File: src/rtl/rpp_pkg.sv
// ----------------------------------------------------------------------------
// rpp_pkg
// Shared types, widths and constants of the radar point projector.
// ----------------------------------------------------------------------------
package rpp_pkg;

  // Datapath widths
  localparam int unsigned CoordW = 16;  // world coordinates
  localparam int unsigned DeltaW = 17;  // point - reference
  localparam int unsigned TrigW  = 16;  // signed Q1.15 sine/cosine
  localparam int unsigned RotW   = 34;  // rotated point, signed Q15
  localparam int unsigned MagW   = 33;  // magnitude of a rotated axis
  localparam int unsigned NumW   = 44;  // magnitude * half_size
  localparam int unsigned QuoW   = 11;  // quotient, never above half_size
  localparam int unsigned ScrW   = 14;  // screen coordinates
  localparam int unsigned CfgW   = 15;  // widest register
  localparam int unsigned CfgIdxW = 2;

  // Register widths
  localparam int unsigned CenterW = 12;
  localparam int unsigned HalfW   = 11;
  localparam int unsigned RangeW  = 15;

  typedef enum logic [CfgIdxW-1:0] {
    CfgCenterX   = 2'd0,
    CfgCenterY   = 2'd1,
    CfgHalfSize  = 2'd2,
    CfgViewRange = 2'd3
  } cfg_idx_e;

  // Sine table generation, Q2.30 Taylor series
  localparam longint Q30One   = 64'sd1073741824;
  localparam longint HalfPiQ30 = 64'sd1686629713;
  localparam longint TaylorDiv [6] = '{64'sd6, 64'sd20, 64'sd42, 64'sd72, 64'sd110, 64'sd156};

  function automatic longint sine_q15(longint a);
    longint term;
    longint sum;
    longint r;
    term = a;
    sum  = a;
    for (int n = 0; n < 6; n++) begin
      term = (term * a) / Q30One;
      term = (term * a) / Q30One;
      term = term / TaylorDiv[n];
      term = -term;
      sum  = sum + term;
    end
    r = (sum + 64'sd16384) / 64'sd32768;
    if (r > 64'sd32767) r = 64'sd32767;
    if (r < 64'sd0) r = 64'sd0;
    return r;
  endfunction

  // Sideband that rides along the divider
  typedef struct packed {
    logic clip;
    logic neg_x;
    logic neg_y;
  } side_t;

endpackage

File: src/rtl/rpp_div.sv
// ----------------------------------------------------------------------------
// rpp_div
// Pipelined restoring divider, one quotient bit per stage.
// ----------------------------------------------------------------------------
module rpp_div (
  input  logic                        clk_i,
  input  logic                        en_i,
  input  logic [rpp_pkg::NumW-1:0]    num_i,
  input  logic [rpp_pkg::MagW-1:0]    den_i,
  output logic [rpp_pkg::QuoW-1:0]    quo_o
);
  import rpp_pkg::*;

  // caller guarantees num < den * 2^QuoW
  logic [NumW-1:0] rem_q [QuoW];
  logic [MagW-1:0] den_q [QuoW];
  logic [QuoW-1:0] quo_q [QuoW];

  for (genvar j = 0; j < QuoW; j++) begin : g_stage
    localparam int unsigned Bit = QuoW - 1 - j;
    logic [NumW-1:0] rem_in;
    logic [MagW-1:0] den_in;
    logic [QuoW-1:0] quo_in;
    logic [NumW-1:0] trial;
    logic            take;

    if (j == 0) begin : g_first
      assign rem_in = num_i;
      assign den_in = den_i;
      assign quo_in = '0;
    end else begin : g_next
      assign rem_in = rem_q[j-1];
      assign den_in = den_q[j-1];
      assign quo_in = quo_q[j-1];
    end

    assign trial = NumW'(den_in) << Bit;
    assign take  = rem_in >= trial;

    always_ff @(posedge clk_i) begin
      if (en_i) begin
        rem_q[j] <= take ? rem_in - trial : rem_in;
        den_q[j] <= den_in;
        quo_q[j] <= quo_in | (QuoW'(take) << Bit);
      end
    end
  end

  assign quo_o = quo_q[QuoW-1];
endmodule

File: config.mk
export PLATFORM = sky130hd
export DESIGN_NAME = rpp_div
export DESIGN_NICKNAME = d
export VERILOG_FILES = /design/src/rtl/rpp_pkg.sv /design/src/rtl/rpp_div.sv
export SDC_FILE = /design/constraint.sdc
export NUM_CORES = 2
export LEC_CHECK = 0
export ABC_AREA = 0
export BUFFER_PORTS_ARGS = -buffer_cell sky130_fd_sc_hd__buf_2
export CELL_PAD_IN_SITES_DETAIL_PLACEMENT = 1
export CELL_PAD_IN_SITES_GLOBAL_PLACEMENT = 2
export CORE_UTILIZATION = 39
export DETAILED_ROUTE_END_ITERATION = 8
export PLACE_DENSITY_LB_ADDON = 0.12
export SYNTH_ARGS = -nofsm -noshare
export SYNTH_HDL_FRONTEND = slang
export SYNTH_SLANG_ARGS = --single-unit
File: constraint.sdc
create_clock -name clk_i -period 3.67 [get_ports clk_i]
set_input_delay 0.367 -clock clk_i [delete_from_list [all_inputs] [get_ports clk_i]]
set_output_delay 0.367 -clock clk_i [all_outputs]
set_load 0.02 [all_outputs]
==> metrics.cfg <==
[status]
status=finished, violations left
violations=setup timing

[critical_path]
endpoint_kind=register
crit_chain=ha_2 -> fa_2 -> nor2b_2 -> o2111ai_2 -> and3_4 -> o2111a_1 -> o31a_1 -> o21ai_4 -> o21ai_4 -> or4_1 -> a41oi_2 -> xor2_1
cp_slowest_cell=or4_1
critical_path_class=reg2reg
critPathBufInv=0
critical_path_peak_fanout=5
worstSetupStartpoint=den_q[1][0]
cp.required_ns=4.09
regToRegStartpoint=den_q[1][0]
crit_top_cell=o21ai_4
critPathMaxStageDelay_ns=0.55
cp-start-kind=register
critPathArrivalTime_ns=4.09
path_delay_family=compound AO/OA/AOI/OAI gates

[placement]
gp_congestion=0.9054
place_ws_ns=-0.3044
dp_hpwl_mm=98.25
numPortBuffers=89
placed_cells=6666

[floorplanning]
die_w_um=356.8
ios=90
fp.dieArea_sq_mm=0.1273
core_area_sq_mm=0.1243
start_util=0.3949
num_rows=129
die_h_um=356.8

[synth]
ys_top_cells_by_count=836 x edfxtp_1, 463 x inv_1, 409 x nand2_1, 392 x a21oi_1, 363 x ha_1
synth_most_common_cell=edfxtp_1
synth_top_flop_cell=edfxtp_1
yosys_warnings=0
yosysSeqAreaShare=0.5115
synth_area_leaders=edfxtp_1 51%, ha_1 9.3%, a21oi_1 4.0%, o21ai_0 3.6%, inv_1 3.5%
synth.avg_cell_area_sq_um=10.60
synth_edf_count=836
synthDistinctLibCells=81
async_flop_share=0
syn_inst=4631
yosysTopAreaCell=edfxtp_1
synth_top_area_frac=0.5115
ys_ff_latch=836
synthesis.area_sq_mm=0.04908
synth_fp_nets=5083

[sta]
worst_slew_pin_slew_ns=0.8399
setup_viol=1
fin_crit_sh=1.001
hold_slack_ns=0.06599
slew_headroom=0.4386
clock.fmax_ghz=0.2722
hold_viol_final=0
min_period_ns=3.673
skew_ns=0.03212
drv_slew=0
fin_ws_ns=-0.003447

[global_route]
overflow=0
grt_pass1_vias=37877
grtUsageTotal=0.1923
grt_max_degree=85
antenna_found_initial=0
grt_pass1_wl_mm=194.7

[layout]
nFillCells=13588
post-route-util=0.4755
num_antenna_cells=0
layout-area-overhead-vs-synth_pct=20.40
drive_gt1_frac=0.1551
fin_cells=6931
nets=5666

[cts]
cts.clk_slew.worst_paths_ns=0.06
clk_latency_ns=0.71
cts_root_buffer=clkbuf_16
cts_buffer_depth=3
cts_sinks=836
numCtsBuffers=99
cts_max_level=3
cts_tree=yes

[power]
p_leak_nw=24.57
swShare=0.3617
p_int_mw=28.95
comb_power_share=0.450
power_switching_mw=16.41
power_frac_clock=0.211
ir_worst_vdd_mv=0.3572
pwr-share-seq=0.340
p_per_area_mw_per_mm2=767.6

[detailed_routing]
wl_per_cell_um=17.64
drtIter0Drc=1285
final_antenna_net_count=0
drc_errors=0
totalWireLength_mm=122.2
dr_total_vias=35604
firstDrtPassIters=5
viasPerCell=5.137

[worst_hold_path]
worstHoldStart=num_i[16]
hold_path.class=in2reg

[run]
cap_violations=0

## worst paths after layout
check / endpoint / slack (ns) / cells after the start
worst max-delay path: rem_q[2][42] / -0.003 / 12
worst min-delay path: rem_q[0][16] / 0.07 / 4
worst max register to register: rem_q[2][42] / -0.003 / 12
worst min register to register: quo_q[8][4] / 0.41 / 0
## layer usage
layer | up-vias | wire, um | global-route usage
met1 | 16879 | 49320 | 0.2065
met4 | 0 | 6628 | 0.1053
met3 | 263 | 2598 | 0.02133
met5 | - | 0 | 0
li1 | 18048 | - | -
met2 | 414 | 63680 | 0.3647
## flip-flops by register name, indices dropped and copies added, names as in the netlist
| name | cells |
|---|---|
| quo_q | 66 |
| rem_q | 440 |
| den_q | 330 |
## power groups by stage
stage               Combinational, mW  Clock (mW)  Sequential, mW
floorplan                        13.7           0            15.0
global placement                 19.6           0            15.6
detailed placement               19.9           0            15.6
CTS                              20.3        9.92            15.4
global route                     22.7        10.2            15.7
finish                           20.4        9.56            15.4
## layout by cell type, fill, tap and decap left out, types with 33 or more instances in the layout
master and count:
a21o_1 208, a21oi_1 383, a31oi_1 37, and3_1 33, buf_2 88, buf_4 427, clkbuf_16 101, dlygate4sd3_1 70
edfxtp_1 836, ha_1 360, inv_1 463, mux2_2 46, nand2_1 409, nand2b_1 47, nand3_1 75, nand4_1 59
nor2_1 256, nor2b_1 48, nor3_1 53, nor4_1 34, o21a_1 44, o21ai_0 342, o21bai_1 42, xnor2_1 187
xor2_1 141
## logic make-up (layout without fill, tap and decap cells)
group | after synthesis | after routing | share of synthesized area
and+or+nand+nor | 1145 | 1145 | 0.1112
AOI/OAI and AO/OA | 1308 | 1308 | 0.1652
adders and majority gates | 373 | 373 | 0.09661
buffers and inverters | 591 | 1254 | 0.04561
muxes | 50 | 50 | 0.01137
DFF | 836 | 836 | 0.5115
xor gates and xnor gates | 328 | 328 | 0.05853
## stage by stage
step / instance area, sq um / power (mW) / setup TNS [ns]
2_1_floorplan: 49080 / 28.64 / 0
3_3_place_gp: 54680 / 35.21 / -4.763
3_5_place_dp: 54680 / 35.53 / -12.27
4_1_cts: 58720 / 45.61 / 0
5_1_grt: 59090 / 48.59 / -0.1116
6_report: 59090 / 45.36 / -0.003447
## area by class of cell
| cell class | instances | area (sq um) | share of cell area |
|---|---|---|---|
| clock buffers | 124 | 2592 | 0.04387 |
| flip-flops and latches | 836 | 25100 | 0.4248 |
| inverters | 464 | 1742 | 0.02947 |
| clock inverters | 57 | 583.1 | 0.009867 |
| well taps | 1637 | 2048 | 0.03466 |
| repair buffers | 609 | 4822 | 0.08160 |
| multi-input cells | 3204 | 22200 | 0.3757 |
## timing repair
action,4_1_cts,5_1_grt
hold endpoints to repair,70,0
gates resized for setup,31,59
hold buffers,70,0
endpoints found under the setup margin,81,222
buffers inserted,3,10
gates cloned,0,1
pin swaps,9,30
## worst reg2reg max path: stages, from the launching register on
cell	delay (ns)
edfxtp_1	0.42
ha_2	0.21
fa_2	0.35
nor2b_2	0.15
o2111ai_2	0.14
and3_4	0.21
o2111a_1	0.27
o31a_1	0.38
o21ai_4	0.24
o21ai_4	0.11
or4_1	0.55
a41oi_2	0.25
xor2_1	0.12
Note: power is estimated with default switching activity, not from simulation.
